--- src/rtl/dtdn_pkg.sv ---
// ----------------------------------------------------------------------------
// dtdn_pkg
// Widths, month tables and the divide-by-25 constants shared by the
// date to day number pipeline.
// ----------------------------------------------------------------------------
`default_nettype none

package dtdn_pkg;

  localparam int unsigned DAY_W   = 5;
  localparam int unsigned MONTH_W = 4;
  localparam int unsigned YEAR_W  = 14;
  localparam int unsigned DOY_W   = 9;
  localparam int unsigned DNUM_W  = 22;

  // floor(q / 25) == (q * 1311) >> 15 for every 12-bit q
  localparam int unsigned DIV25_IN_W  = 12;
  localparam int unsigned DIV25_OUT_W = 8;
  localparam int unsigned DIV25_MUL   = 1311;
  localparam int unsigned DIV25_SHIFT = 15;
  localparam int unsigned DIV25_PROD_W = DIV25_IN_W + 11;

  localparam logic [MONTH_W-1:0] MONTH_JAN = 4'd1;
  localparam logic [MONTH_W-1:0] MONTH_FEB = 4'd2;
  localparam logic [MONTH_W-1:0] MONTH_DEC = 4'd12;

  localparam logic [DAY_W-1:0] FEB_LEAP_DAYS = 5'd29;
  localparam logic [8:0]       DAYS_PER_YEAR = 9'd365;

  // length of each month in a common year, 0 for codes that are no month
  function automatic logic [DAY_W-1:0] month_days(input logic [MONTH_W-1:0] m);
    logic [DAY_W-1:0] r;
    case (m)
      4'd1:    r = 5'd31;
      4'd2:    r = 5'd28;
      4'd3:    r = 5'd31;
      4'd4:    r = 5'd30;
      4'd5:    r = 5'd31;
      4'd6:    r = 5'd30;
      4'd7:    r = 5'd31;
      4'd8:    r = 5'd31;
      4'd9:    r = 5'd30;
      4'd10:   r = 5'd31;
      4'd11:   r = 5'd30;
      4'd12:   r = 5'd31;
      default: r = 5'd0;
    endcase
    return r;
  endfunction

  // days before the first of the month in a common year
  function automatic logic [DOY_W-1:0] days_before(input logic [MONTH_W-1:0] m);
    logic [DOY_W-1:0] r;
    case (m)
      4'd2:    r = 9'd31;
      4'd3:    r = 9'd59;
      4'd4:    r = 9'd90;
      4'd5:    r = 9'd120;
      4'd6:    r = 9'd151;
      4'd7:    r = 9'd181;
      4'd8:    r = 9'd212;
      4'd9:    r = 9'd243;
      4'd10:   r = 9'd273;
      4'd11:   r = 9'd304;
      4'd12:   r = 9'd334;
      default: r = 9'd0;
    endcase
    return r;
  endfunction

endpackage

`default_nettype wire

--- src/rtl/dtdn_date_if.sv ---
// ----------------------------------------------------------------------------
// dtdn_date_if
// Request channel: one calendar date per transfer.
// ----------------------------------------------------------------------------
`default_nettype none

interface dtdn_date_if
  import dtdn_pkg::*;
();
  logic               valid;
  logic               ready;
  logic [DAY_W-1:0]   day;
  logic [MONTH_W-1:0] month;
  logic [YEAR_W-1:0]  year;

  modport source (output valid, day, month, year, input ready);
  modport sink   (input valid, day, month, year, output ready);
endinterface

`default_nettype wire

--- src/rtl/dtdn_result_if.sv ---
// ----------------------------------------------------------------------------
// dtdn_result_if
// Result channel: validity, leap flag, month length, ordinal and serial day.
// ----------------------------------------------------------------------------
`default_nettype none

interface dtdn_result_if
  import dtdn_pkg::*;
();
  logic              valid;
  logic              ready;
  logic              valid_res;
  logic              leap_year;
  logic [DAY_W-1:0]  month_length;
  logic [DOY_W-1:0]  day_of_year;
  logic [DNUM_W-1:0] day_number;

  modport source (output valid, valid_res, leap_year, month_length, day_of_year,
                  day_number, input ready);
  modport sink   (input valid, valid_res, leap_year, month_length, day_of_year,
                  day_number, output ready);
endinterface

`default_nettype wire

--- src/rtl/dtdn_div25.sv ---
// ----------------------------------------------------------------------------
// dtdn_div25
// Divide a 12-bit value by 25 with a reciprocal multiply and a shift.
// ----------------------------------------------------------------------------
`default_nettype none

module dtdn_div25
  import dtdn_pkg::*;
(
  input  wire logic [DIV25_IN_W-1:0]  num,
  output logic      [DIV25_OUT_W-1:0] quo
);

  logic [DIV25_PROD_W-1:0] prod;

  assign prod = DIV25_PROD_W'(num) * DIV25_PROD_W'(DIV25_MUL);
  assign quo  = prod[DIV25_SHIFT +: DIV25_OUT_W];

endmodule

`default_nettype wire

--- src/rtl/date_to_day_number_top.sv ---
// ----------------------------------------------------------------------------
// date_to_day_number_top
// Gregorian date to leap flag, month length, day of year and serial day
// number (1/1/1 is day 1).
//
// Usage:
//   date_in  (sink)   : day, month, year; a request is taken when valid and
//                       ready are both high.
//   day_out  (source) : valid_res, leap_year, month_length, day_of_year,
//                       day_number; one result per request, in order.
//   A request passes the input register, the divide-by-25 stage, the
//   leap/table/multiply-by-365 stage and the final add into the output
//   register. Throughput is one request per cycle while day_out is not stalled.
//   A date is invalid when a field is zero, the month exceeds 12, the year
//   exceeds YEAR_MAX or the day does not fit the month; its length, ordinal
//   and serial fields are then zero. leap_year follows the year field always.
//   Reset (rst, synchronous) empties the pipeline; no result is pending.
//   When day_out.ready is low with a result waiting, the whole pipeline
//   holds and date_in.ready drops; nothing is lost or repeated.
// ----------------------------------------------------------------------------
`default_nettype none

module date_to_day_number_top
  import dtdn_pkg::*;
#(
  parameter int unsigned YEAR_MAX = 9999
) (
  input  wire logic      clk,
  input  wire logic      rst,
  dtdn_date_if.sink      date_in,
  dtdn_result_if.source  day_out
);

  localparam logic [16:0] YEAR_LIMIT = 17'(YEAR_MAX);

  logic adv;

  // stage 1: input register
  logic               s1_vld;
  logic [DAY_W-1:0]   s1_day;
  logic [MONTH_W-1:0] s1_month;
  logic [YEAR_W-1:0]  s1_year;

  // stage 2: divides and table reads
  logic               s2_vld;
  logic [DAY_W-1:0]   s2_day;
  logic [MONTH_W-1:0] s2_month;
  logic [YEAR_W-1:0]  s2_year;
  logic [YEAR_W-1:0]  s2_prev;
  logic [DIV25_OUT_W-1:0] s2_p100, s2_p400, s2_y100, s2_y400;
  logic [DAY_W-1:0]   s2_mlen_base;
  logic [DOY_W-1:0]   s2_doy_base;
  logic               s2_fields_ok;

  // stage 3: leap, validity, ordinal day, multiply by 365
  logic               s3_vld;
  logic               s3_ok;
  logic               s3_leap;
  logic [DAY_W-1:0]   s3_mlen;
  logic [DOY_W-1:0]   s3_doy;
  logic [DNUM_W-1:0]  s3_p365;
  logic [12:0]        s3_corr;

  // output register
  logic               out_vld;
  logic               out_ok;
  logic               out_leap;
  logic [DAY_W-1:0]   out_mlen;
  logic [DOY_W-1:0]   out_doy;
  logic [DNUM_W-1:0]  out_dnum;

  assign adv           = !out_vld || day_out.ready;
  assign date_in.ready = adv;

  // ---------------- stage 1
  always_ff @(posedge clk) begin
    if (rst) begin
      s1_vld <= 1'b0;
    end else if (adv) begin
      s1_vld <= date_in.valid;
    end
  end

  always_ff @(posedge clk) begin
    if (adv) begin
      s1_day   <= date_in.day;
      s1_month <= date_in.month;
      s1_year  <= date_in.year;
    end
  end

  // ---------------- stage 2
  logic [YEAR_W-1:0]      prev_c;
  logic [DIV25_OUT_W-1:0] p100_c, p400_c, y100_c, y400_c;
  logic                   fields_ok_c;

  assign prev_c = s1_year - YEAR_W'(1);

  // x/100 = (x/4)/25, x/400 = (x/16)/25
  dtdn_div25 u_div_p100 (.num(s1_year == '0 ? '0 : prev_c[YEAR_W-1:2]), .quo(p100_c));
  dtdn_div25 u_div_p400 (.num({2'b00, prev_c[YEAR_W-1:4]}), .quo(p400_c));
  dtdn_div25 u_div_y100 (.num(s1_year[YEAR_W-1:2]), .quo(y100_c));
  dtdn_div25 u_div_y400 (.num({2'b00, s1_year[YEAR_W-1:4]}), .quo(y400_c));

  assign fields_ok_c = (s1_day != '0) && (s1_year != '0)
                    && ({3'b000, s1_year} <= YEAR_LIMIT)
                    && (s1_month >= MONTH_JAN) && (s1_month <= MONTH_DEC);

  always_ff @(posedge clk) begin
    if (rst) begin
      s2_vld <= 1'b0;
    end else if (adv) begin
      s2_vld <= s1_vld;
    end
  end

  always_ff @(posedge clk) begin
    if (adv) begin
      s2_day       <= s1_day;
      s2_month     <= s1_month;
      s2_year      <= s1_year;
      s2_prev      <= prev_c;
      s2_p100      <= p100_c;
      s2_p400      <= p400_c;
      s2_y100      <= y100_c;
      s2_y400      <= y400_c;
      s2_mlen_base <= month_days(s1_month);
      s2_doy_base  <= days_before(s1_month) + DOY_W'(s1_day);
      s2_fields_ok <= fields_ok_c;
    end
  end

  // ---------------- stage 3
  logic [12:0]        y100_x25, y400_x25;
  logic               div4_c, div100_c, div400_c, leap_c;
  logic [DAY_W-1:0]   mlen_c;
  logic               ok_c;
  logic [DOY_W-1:0]   doy_c;
  logic [22:0]        p365_c;
  logic [12:0]        corr_c;

  assign y100_x25 = (13'(s2_y100) << 4) + (13'(s2_y100) << 3) + 13'(s2_y100);
  assign y400_x25 = (13'(s2_y400) << 4) + (13'(s2_y400) << 3) + 13'(s2_y400);

  assign div4_c   = (s2_year[1:0] == 2'b00);
  assign div100_c = div4_c && ({1'b0, s2_year[YEAR_W-1:2]} == y100_x25);
  assign div400_c = (s2_year[3:0] == 4'b0000)
                 && ({3'b000, s2_year[YEAR_W-1:4]} == y400_x25);
  assign leap_c   = (div4_c && !div100_c) || div400_c;

  assign mlen_c = (s2_month == MONTH_FEB && leap_c) ? FEB_LEAP_DAYS : s2_mlen_base;
  assign ok_c   = s2_fields_ok && (s2_day <= mlen_c);
  assign doy_c  = s2_doy_base + DOY_W'(leap_c && (s2_month > MONTH_FEB));

  assign p365_c = 23'(s2_prev) * 23'(DAYS_PER_YEAR);
  // p/4 - p/100 + p/400, never negative
  assign corr_c = 13'(s2_prev[YEAR_W-1:2]) - 13'(s2_p100) + 13'(s2_p400);

  always_ff @(posedge clk) begin
    if (rst) begin
      s3_vld <= 1'b0;
    end else if (adv) begin
      s3_vld <= s2_vld;
    end
  end

  always_ff @(posedge clk) begin
    if (adv) begin
      s3_ok   <= ok_c;
      s3_leap <= leap_c;
      s3_mlen <= ok_c ? mlen_c : '0;
      s3_doy  <= ok_c ? doy_c : '0;
      s3_p365 <= p365_c[DNUM_W-1:0];
      s3_corr <= corr_c;
    end
  end

  // ---------------- output register
  logic [DNUM_W-1:0] dnum_c;

  assign dnum_c = s3_p365 + DNUM_W'(s3_corr) + DNUM_W'(s3_doy);

  always_ff @(posedge clk) begin
    if (rst) begin
      out_vld <= 1'b0;
    end else if (adv) begin
      out_vld <= s3_vld;
    end
  end

  always_ff @(posedge clk) begin
    if (adv) begin
      out_ok   <= s3_ok;
      out_leap <= s3_leap;
      out_mlen <= s3_mlen;
      out_doy  <= s3_doy;
      out_dnum <= s3_ok ? dnum_c : '0;
    end
  end

  assign day_out.valid        = out_vld;
  assign day_out.valid_res    = out_ok;
  assign day_out.leap_year    = out_leap;
  assign day_out.month_length = out_mlen;
  assign day_out.day_of_year  = out_doy;
  assign day_out.day_number   = out_dnum;

endmodule

`default_nettype wire

--- src/flat_wrapper.sv ---
// flat-port wrapper written by rule: the top's interface ports become plain ports
module date_to_day_number_top_flat import dtdn_pkg::*;
#(
  parameter int unsigned YEAR_MAX = 9999
)
  (clk, rst, date_in_valid, date_in_day, date_in_month, date_in_year, date_in_ready, day_out_valid, day_out_valid_res, day_out_leap_year, day_out_month_length, day_out_day_of_year, day_out_day_number, day_out_ready);
  dtdn_date_if date_in_i ();
  dtdn_result_if day_out_i ();
  input  wire logic clk;
  input  wire logic rst;
  input wire logic [$bits(date_in_i.valid)-1:0] date_in_valid;
  input wire logic [$bits(date_in_i.day)-1:0] date_in_day;
  input wire logic [$bits(date_in_i.month)-1:0] date_in_month;
  input wire logic [$bits(date_in_i.year)-1:0] date_in_year;
  output wire logic [$bits(date_in_i.ready)-1:0] date_in_ready;
  output wire logic [$bits(day_out_i.valid)-1:0] day_out_valid;
  output wire logic [$bits(day_out_i.valid_res)-1:0] day_out_valid_res;
  output wire logic [$bits(day_out_i.leap_year)-1:0] day_out_leap_year;
  output wire logic [$bits(day_out_i.month_length)-1:0] day_out_month_length;
  output wire logic [$bits(day_out_i.day_of_year)-1:0] day_out_day_of_year;
  output wire logic [$bits(day_out_i.day_number)-1:0] day_out_day_number;
  input wire logic [$bits(day_out_i.ready)-1:0] day_out_ready;
  assign date_in_i.valid = date_in_valid;
  assign date_in_i.day = date_in_day;
  assign date_in_i.month = date_in_month;
  assign date_in_i.year = date_in_year;
  assign date_in_ready = date_in_i.ready;
  assign day_out_valid = day_out_i.valid;
  assign day_out_valid_res = day_out_i.valid_res;
  assign day_out_leap_year = day_out_i.leap_year;
  assign day_out_month_length = day_out_i.month_length;
  assign day_out_day_of_year = day_out_i.day_of_year;
  assign day_out_day_number = day_out_i.day_number;
  assign day_out_i.ready = day_out_ready;
  date_to_day_number_top #(.YEAR_MAX(YEAR_MAX)) u_core (.clk(clk), .rst(rst), .date_in(date_in_i), .day_out(day_out_i));
endmodule
--- config.mk ---
export PLATFORM = sky130hd
export DESIGN_NAME = date_to_day_number_top_flat
export DESIGN_NICKNAME = d
export VERILOG_FILES = /design/src/rtl/dtdn_pkg.sv /design/src/rtl/dtdn_date_if.sv /design/src/rtl/dtdn_result_if.sv /design/src/rtl/dtdn_div25.sv /design/src/rtl/date_to_day_number_top.sv /design/src/flat_wrapper.sv
export SDC_FILE = /design/constraint.sdc
export NUM_CORES = 1
export LEC_CHECK = 0
export BUFFER_PORTS_ARGS = -buffer_cell sky130_fd_sc_hd__buf_2
export CAP_MARGIN = 20
export CORE_UTILIZATION = 25
export CTS_CLUSTER_SIZE = 10
export DETAILED_ROUTE_END_ITERATION = 8
export SYNTH_ARGS = -nofsm -noshare
export SYNTH_HDL_FRONTEND = slang
export SYNTH_SLANG_ARGS = --single-unit
--- constraint.sdc ---
create_clock -name clk -period 19.9 [get_ports clk]
set_input_delay 1.99 -clock clk [delete_from_list [all_inputs] [get_ports clk]]
set_output_delay 1.99 -clock clk [all_outputs]
set_load 0.1 [all_outputs]
==> results of run 1 <==
[state kept, by name (all words and copies together), names as in the netlist, 3 cells and up, named ones only]
| name | flops |
|---|---|
| u_core.s1_year | 14 |
| u_core.s3_doy | 9 |
| u_core.s2_y400 | 6 |
| u_core.s3_p365 | 22 |
| u_core.s1_month | 4 |
| u_core.s2_prev | 14 |
| u_core.s2_y100 | 8 |
| u_core.s2_day | 5 |
| u_core.s2_p100 | 8 |
| u_core.s2_p400 | 6 |
| u_core.s2_doy_base | 9 |
| u_core.day_out.day_of_year | 9 |
| u_core.day_out.day_number | 22 |
| u_core.s3_mlen | 3 |
| u_core.day_out.month_length | 3 |
| u_core.s3_corr | 13 |
| u_core.s2_year | 14 |
| u_core.s1_day | 5 |
| u_core.s2_mlen_base | 3 |
| u_core.s2_month | 4 |
[per-layer routing]
metal	track usage (%)	up-vias	wire length, µm
met5	0	-	23
li1	-	6533	-
met3	1.24	43	903
met4	3.54	4	928
met1	12.4	6087	18800
met2	17.3	147	19000
[worst max-delay path: cells and delay by family (launching register included)]
family / cells / cell delay, ns
AND/OR/NAND/NOR: 3 / 0.96
flip-flops: 1 / 0.64
buffers and inverters: 7 / 0.76
adder cells (fa/ha/maj): 7 / 2.55
XOR/XNOR: 3 / 1.11
AO/OA/AOI/OAI: 8 / 1.55
[cell type report]
type	instances	share of cell area, %
Timing Repair Buffer	75	1.73
Sequential cell	199	25.3
Clock buffer	19	1.88
Multi-Input combinational cell	1277	58.2
Clock inverter	13	0.483
Inverter	405	6.59
Tap cell	1070	5.80
[through the flow]
stage / worst slack, ns / power (mW) / instance area (µm²) / util (%)
2_1_floorplan: 9.12 / 2.97 / 20800 / -
3_3_place_gp: 12.27 / 3.49 / 22500 / 27.4
3_5_place_dp: 12.04 / 3.53 / 22500 / 27.4
4_1_cts: 12.05 / 3.89 / 23100 / 28.0
5_1_grt: 11.70 / 4.32 / 23100 / 28.0
6_report: 12.05 / 3.82 / 23100 / 28.0
[path summary, 6_finish.rpt]
path                                         end  slack (ns)  cells after the start
setup / recovery               u_core.s2_p100[5]       12.05                     28
hold reg to reg   u_core.day_out.month_length[1]        0.43                      0
hold / removal    u_core.day_out.month_length[1]        0.43                      0
setup reg to reg               u_core.s2_p100[5]       12.05                     28
[cells by family after synthesis]
group	Yosys count	share of synthesized area (%)
AO/OA/AOI/OAI	245	7.66
XOR/XNOR	131	5.64
adder cells (fa/ha/maj)	624	44.3
buffers and inverters	413	7.49
flip-flops	199	28.1
multiplexers	7	0.337
AND/OR/NAND/NOR	270	6.54
[synthesized netlist by cell type, types with 4 or more instances]
cell / instances / area (µm²)
fa_1: 187 / 3740
nor2b_1: 14 / 87.6
a21oi_1: 80 / 400
o211ai_1: 10 / 75.1
xor2_1: 41 / 359
nor2_1: 80 / 300
o21a_1: 11 / 82.6
and3_1: 12 / 75.1
o21ai_0: 48 / 240
nand4_1: 13 / 81.3
and4_1: 6 / 52.6
edfxtp_1: 186 / 5590
a21o_1: 28 / 210
nand3_1: 15 / 75.1
nand2b_1: 18 / 113
dfxtp_1: 13 / 260
o31ai_1: 5 / 37.5
o31a_1: 5 / 43.8
or2_2: 7 / 43.8
a31oi_1: 4 / 25.0
or3_1: 6 / 37.5
mux2i_1: 7 / 70.1
inv_1: 405 / 1520
nor4_1: 6 / 37.5
clkbuf_1: 4 / 15.0
nand2_1: 52 / 195
o21bai_1: 6 / 45.0
a211oi_1: 11 / 82.6
and2_1: 6 / 37.5
a21boi_0: 6 / 45.0
nor3_1: 23 / 115
ha_1: 437 / 5470
xnor2_1: 88 / 771
[power groups by stage]
| stage | Clock [mW] | Sequential [mW] | Combinational (mW) |
|---|---|---|---|
| 5_1_grt | 0.359 | 0.750 | 3.21 |
| 3_3_place_gp | 0 | 0.747 | 2.75 |
| 4_1_cts | 0.345 | 0.740 | 2.80 |
| 2_1_floorplan | 0 | 0.885 | 2.09 |
| 3_5_place_dp | 0 | 0.749 | 2.78 |
| 6_report | 0.332 | 0.736 | 2.76 |
==> qor.txt, run 1 <==
CTS root buffer = clkbuf_16
minimum clock period = 7.85 ns
final instance count without filler cells = 3058
clock sink count = 199
worst path required time = 20.12 ns
CP Class = flip-flop to flip-flop
fill count = 8593
number of port buffers = 66
Mapped Avg Cell Area = 11.0 µm²
n_diodes = 0
WL per Instance = 13.0 µm
placer congestion estimate = 0.817
clk_skew = 0.0202 ns
postcts setup bufs = 0
library cells used by synthesis = 71
Synth Instances = 1889
Seq pwr share = 19.2%
DR pass1 iterations = 5
max_cap viols = 0
layout cell share with drive strength beyond 1 = 6.64%
most frequent cells in the layout = 437 x ha_1, 405 x inv_1, 187 x fa_1, 186 x edfxtp_1, 88 x xnor2_1
Slew Viols, Final = 0
Finish-stage setup viols = 0
CP most frequent cell = inv_1
final antenna-violating net count = 0
DRC violations left = 0
Worst Setup End Kind = flip-flop
Net Sw Power = 1.80 mW
first-pass GRT wire length = 66700 µm
CP Launch Type = flip-flop
vias per inst = 4.19
area used by multi-input combinational logic = 13400 µm²
Total GRT Usage = 9.87%
GRT Residual Overflow = 0
commonest non-fill, non-tap cell in the layout = ha_1
Comb power frac = 72.1%
part of the Yosys area used for sequential elements = 28.1%
Area growth, synth to finish = 10.8%
Slew headroom = 32.5%
HPWL Detailed = 33600 µm
Power Density = 166 nW/µm²
Net Sw Frac = 47.1%
RSZ-0062 raised after global routing = false
Initial Util = 25.3%
Peak Freq = 127 MHz
HP Class = flip-flop to flip-flop
cell count after placement = 3025
total routed wirelength = 39700 µm
worst reg2reg path startpoint = u_core.s1_year[2]
Yosys Warn Count = 0
post-cts repair resize count = 0
Pint = 2.02 mW
Yosys reg bits = 199
Async SR Flop Fraction = 0%
Die ar. = 84400 µm²
total core area = 82200 µm²
Core Rows = 105
Clock power frac = 8.7%
Die Ht = 291 µm
DR vias = 12.8k
total CTS buffers = 17
Ports = 67
Clock Tree Buf Depth = 2
setup TNS = 0 ns
Hold WS = 0.428 ns
Die W = 291 µm
initial antenna violation count = 5
CTS tree = done
number of enable flip-flop cells after synthesis = 186
CP max-delay cell = xnor2_1
largest net degree at the start of global routing = 86
Worst Tran Pin Value = 1.01 ns
register area = 5850 µm²
mapped cell area = 20800 µm²
syn nets = 2540
DR iter-0 viols = 511
VDD IR max = 96.0 µV
beginning of the worst hold path = u_core.s3_mlen[1]
Final nets = 2626
Worst setup startpoint = u_core.s1_year[2]
leakage power = 11.3 nW
CP peak stage delay = 0.80 ns
ys flop type = edfxtp_1
CTS clk-pin slew, worst paths = 0.08 ns
vias in the first global route = 13.3k
WP data arrival = 8.07 ns
status = completed
Final Hold Fails = 0
hold buffer count at cts = 0
CP Max Fanout = 11
Worst-Skew Late Latency = 0.48 ns
period utilization = 39.5%
H-tree Lvls = 4
(Power assumes the default switching activity.)
==> inputs of run 2 (changes only) <==
--- a/config.mk
+++ b/config.mk
@@ -5,6 +5,7 @@
 export SDC_FILE = /design/constraint.sdc
 export NUM_CORES = 1
 export LEC_CHECK = 0
+export ABC_AREA = 1
 export BUFFER_PORTS_ARGS = -buffer_cell sky130_fd_sc_hd__buf_2
 export CAP_MARGIN = 20
 export CORE_UTILIZATION = 25
==> constraint.sdc (replaced) <==
create_clock -name clk -period 8.05 [get_ports clk]
set_input_delay 0.805 -clock clk [delete_from_list [all_inputs] [get_ports clk]]
set_output_delay 0.805 -clock clk [all_outputs]
set_load 0.1 [all_outputs]
==> run 2 against run 1 <==
- clock-buffer cell count shrank 2
- core utilization is 0.062 points higher
- cell count is 16% higher
- worst setup slack lost 11 ns
- fmax rose by 13%
- sequential cell count is the same
- die area up 5.3%
- non-clock buffer count rose by 5
- highest routed layer unchanged
==> qor.txt, run 2 <==
Yosys Warn Count = 0 (unchanged)
met3 wire len = 1450 µm (was 903 µm)
Worst Tran Pin Value = 1.01 ns (about the same)
Worst Setup End Kind = flip-flop (unchanged)
register area = 5850 µm² (unchanged)
CTS root buffer = clkbuf_16 (unchanged)
postcts setup bufs = 0 (unchanged)
area share of the largest cell type after synthesis = 25.5% (was 26.8%)
total routed wirelength = 44600 µm (was 39700 µm)
syn nets = 2935 (was 2540)
clk_skew = 0.0168 ns (was 0.0202 ns)
ys flop type = edfxtp_1 (unchanged)
Finish-stage setup viols = 0 (unchanged)
number of enable flip-flop cells after synthesis = 186 (unchanged)
final antenna-violating net count = 0 (unchanged)
Core Rows = 108 (was 105)
CP Max Fanout = 13 (was 11)
HP Class = flip-flop to flip-flop (unchanged)
total CTS buffers = 17 (unchanged)
Synth Instances = 2284 (was 1889)
Final nets = 3030 (was 2626)
CTS clk-pin slew, worst paths = 0.08 ns (about the same)
Die W = 298 µm (was 291 µm)
minimum clock period = 6.97 ns (was 7.85 ns)
WP data arrival = 7.21 ns (was 8.07 ns)
Synth area leaders = edfxtp_1 25%, ha_1 25%, fa_1 17%, inv_1 8.8%, nand2_1 5.1% (was edfxtp_1 27%, ha_1 26%, fa_1 18%, inv_1 7.3%, xnor2_1 3.7%)
layout cell share with drive strength beyond 1 = 6.15% (was 6.64%)
clock sink count = 199 (unchanged)
Slew headroom = 32.4% (was 32.5%)
placer congestion estimate = 0.874 (was 0.817)
CTS tree = done (unchanged)
H-tree Lvls = 4 (unchanged)
first-pass GRT wire length = 76000 µm (was 66700 µm)
Worst-Skew Late Latency = 0.50 ns (was 0.48 ns)
number of port buffers = 66 (unchanged)
met1 WL = 21100 µm (was 18800 µm)
DR vias = 15.0k (was 12.8k)
commonest non-fill, non-tap cell in the layout = inv_1 (was ha_1)
Routed met2 length = 21100 µm (was 19000 µm)
vias per inst = 4.22 (was 4.19)
n_diodes = 0 (unchanged)
period utilization = 86.6% (was 39.5%)
worst path required time = 8.29 ns (was 20.12 ns)
Slew Viols, Final = 0 (unchanged)
area used by multi-input combinational logic = 14100 µm² (was 13400 µm²)
uppermost layer routed = met5 (unchanged)
Ports = 67 (unchanged)
status = completed (unchanged)
Yosys reg bits = 199 (unchanged)
DR pass1 iterations = 7 (was 5)
Initial Util = 25.3% (about the same)
CP Class = flip-flop to flip-flop (unchanged)
WL per Instance = 12.6 µm (was 13.0 µm)
part of the Yosys area used for sequential elements = 26.7% (was 28.1%)
GRT Residual Overflow = 0 (unchanged)
mapped cell area = 21900 µm² (was 20800 µm²)
DR iter-0 viols = 589 (was 511)
initial antenna violation count = 6 (was 5)
CP Launch Type = flip-flop (unchanged)
most frequent cells in the layout = 513 x inv_1, 437 x ha_1, 295 x nand2_1, 187 x fa_1, 186 x edfxtp_1 (was 437 x ha_1, 405 x inv_1, 187 x fa_1, 186 x edfxtp_1, 88 x xnor2_1)
Async SR Flop Fraction = 0% (unchanged)
RSZ-0062 raised after global routing = false (unchanged)
Yosys top cell by area = edfxtp_1 (unchanged)
Final Hold Fails = 0 (unchanged)
Peak Freq = 143 MHz (was 127 MHz)
Die Ht = 298 µm (was 291 µm)
vias in the first global route = 15.2k (was 13.3k)
setup TNS = 0 ns (unchanged)
hold buffer count at cts = 0 (unchanged)
fill count = 9166 (was 8593)
DRC violations left = 0 (unchanged)
top cells by instance count after synthesis = 513 x inv_1, 437 x ha_1, 295 x nand2_1 (was 437 x ha_1, 405 x inv_1, 187 x fa_1)
Clock Tree Buf Depth = 2 (unchanged)
total core area = 86800 µm² (was 82200 µm²)
library cells used by synthesis = 51 (was 71)
largest net degree at the start of global routing = 85 (was 86)
Area growth, synth to finish = 11.3% (was 10.8%)
HPWL Detailed = 38100 µm (was 33600 µm)
Total GRT Usage = 10.6% (was 9.87%)
Mapped Avg Cell Area = 9.60 µm² (was 11.0 µm²)
post-cts repair resize count = 0 (unchanged)
max_cap viols = 0 (unchanged)
Die ar. = 88900 µm² (was 84400 µm²)
count leader, synth = inv_1 (was ha_1)
## run 2: cell count changes after synthesis, sizes merged, moves of 14 or more
cell | previous run | this run
nand2 | 52 | 300
inv | 405 | 518
a21oi | 82 | 151
xnor2 | 90 | 26
nand3 | 15 | 68
o21ai | 48 | 83
nor2 | 81 | 114
xor2 | 41 | 71
a21o | 28 | 8
nand2b | 18 | 0
nor2b | 14 | 0
## run 2: kinds of logic (layout without fill, tap and decap cells)
| group | count (synthesis) | count (layout) | synth area share (%) |
|---|---|---|---|
| AO/OA/AOI/OAI | 293 | 293 | 7.54 |
| XOR/XNOR | 98 | 98 | 4.13 |
| adder cells (fa/ha/maj) | 624 | 624 | 42.0 |
| buffers and inverters | 524 | 632 | 9.01 |
| flip-flops | 199 | 199 | 26.7 |
| AND/OR/NAND/NOR | 546 | 546 | 10.6 |
## run 2: final timing paths
kind / startpoint / end / slack [ns] / cells after the start
min: u_core.s3_leap / u_core.day_out.leap_year / 0.42 / 0
min reg2reg: u_core.s3_leap / u_core.day_out.leap_year / 0.42 / 0
max: u_core.s1_year[8] / u_core.s2_p100[4] / 1.08 / 23
max reg2reg: u_core.s1_year[8] / u_core.s2_p100[4] / 1.08 / 23
## run 2: layout make-up
cell class                 instances  area share (%)
clock buffer                      17            1.74
clock inverter                    15           0.718
inverter                         520            8.04
multi-input combinational       1561            57.8
sequential                       199            24.0
tap                             1155            5.93
timing repair buffer              80            1.79
## run 2: through the flow
stage / instances / utilization, % / instance area (µm²) / worst slack, ns / hold slack [ns]
after CTS: 3547 / 28.1 / 24400 / 1.11 / 0.425
after floorplan: 2284 / - / 21900 / 2.07 / 0.400
final: 3547 / 28.1 / 24400 / 1.08 / 0.423
after global placement: 3515 / 27.4 / 23800 / 1.33 / 0.406
after detailed placement: 3515 / 27.4 / 23800 / 1.12 / 0.407
after global routing: 3547 / 28.1 / 24400 / 0.690 / 0.436
## run 2: per-layer routing
layer	GRT usage (%)	vias to the layer above
li1	-	7652
met1	13.7	7059
met3	1.79	59
met4	3.50	8
met5	0	-
met2	17.9	177
## run 2: critical path: stages, from the launching register on
cell	delay (ns)
edfxtp_1	0.88
inv_1	0.25
ha_1	0.28
nand2_1	0.07
nor2_1	0.05
nand4_1	0.24
clkinv_1	0.42
nor2_1	0.67
ha_1	0.36
ha_1	0.28
inv_1	0.05
fa_1	0.52
inv_1	0.05
fa_1	0.53
inv_1	0.05
fa_1	0.53
inv_1	0.04
ha_1	0.31
a21oi_1	0.19
inv_1	0.06
a31oi_1	0.12
a21boi_0	0.43
o21ai_0	0.18
xor2_1	0.16
Power of run 2 is not shown: default switching activity piles up to over one toggle a cycle in this logic, so the estimate is an artifact.
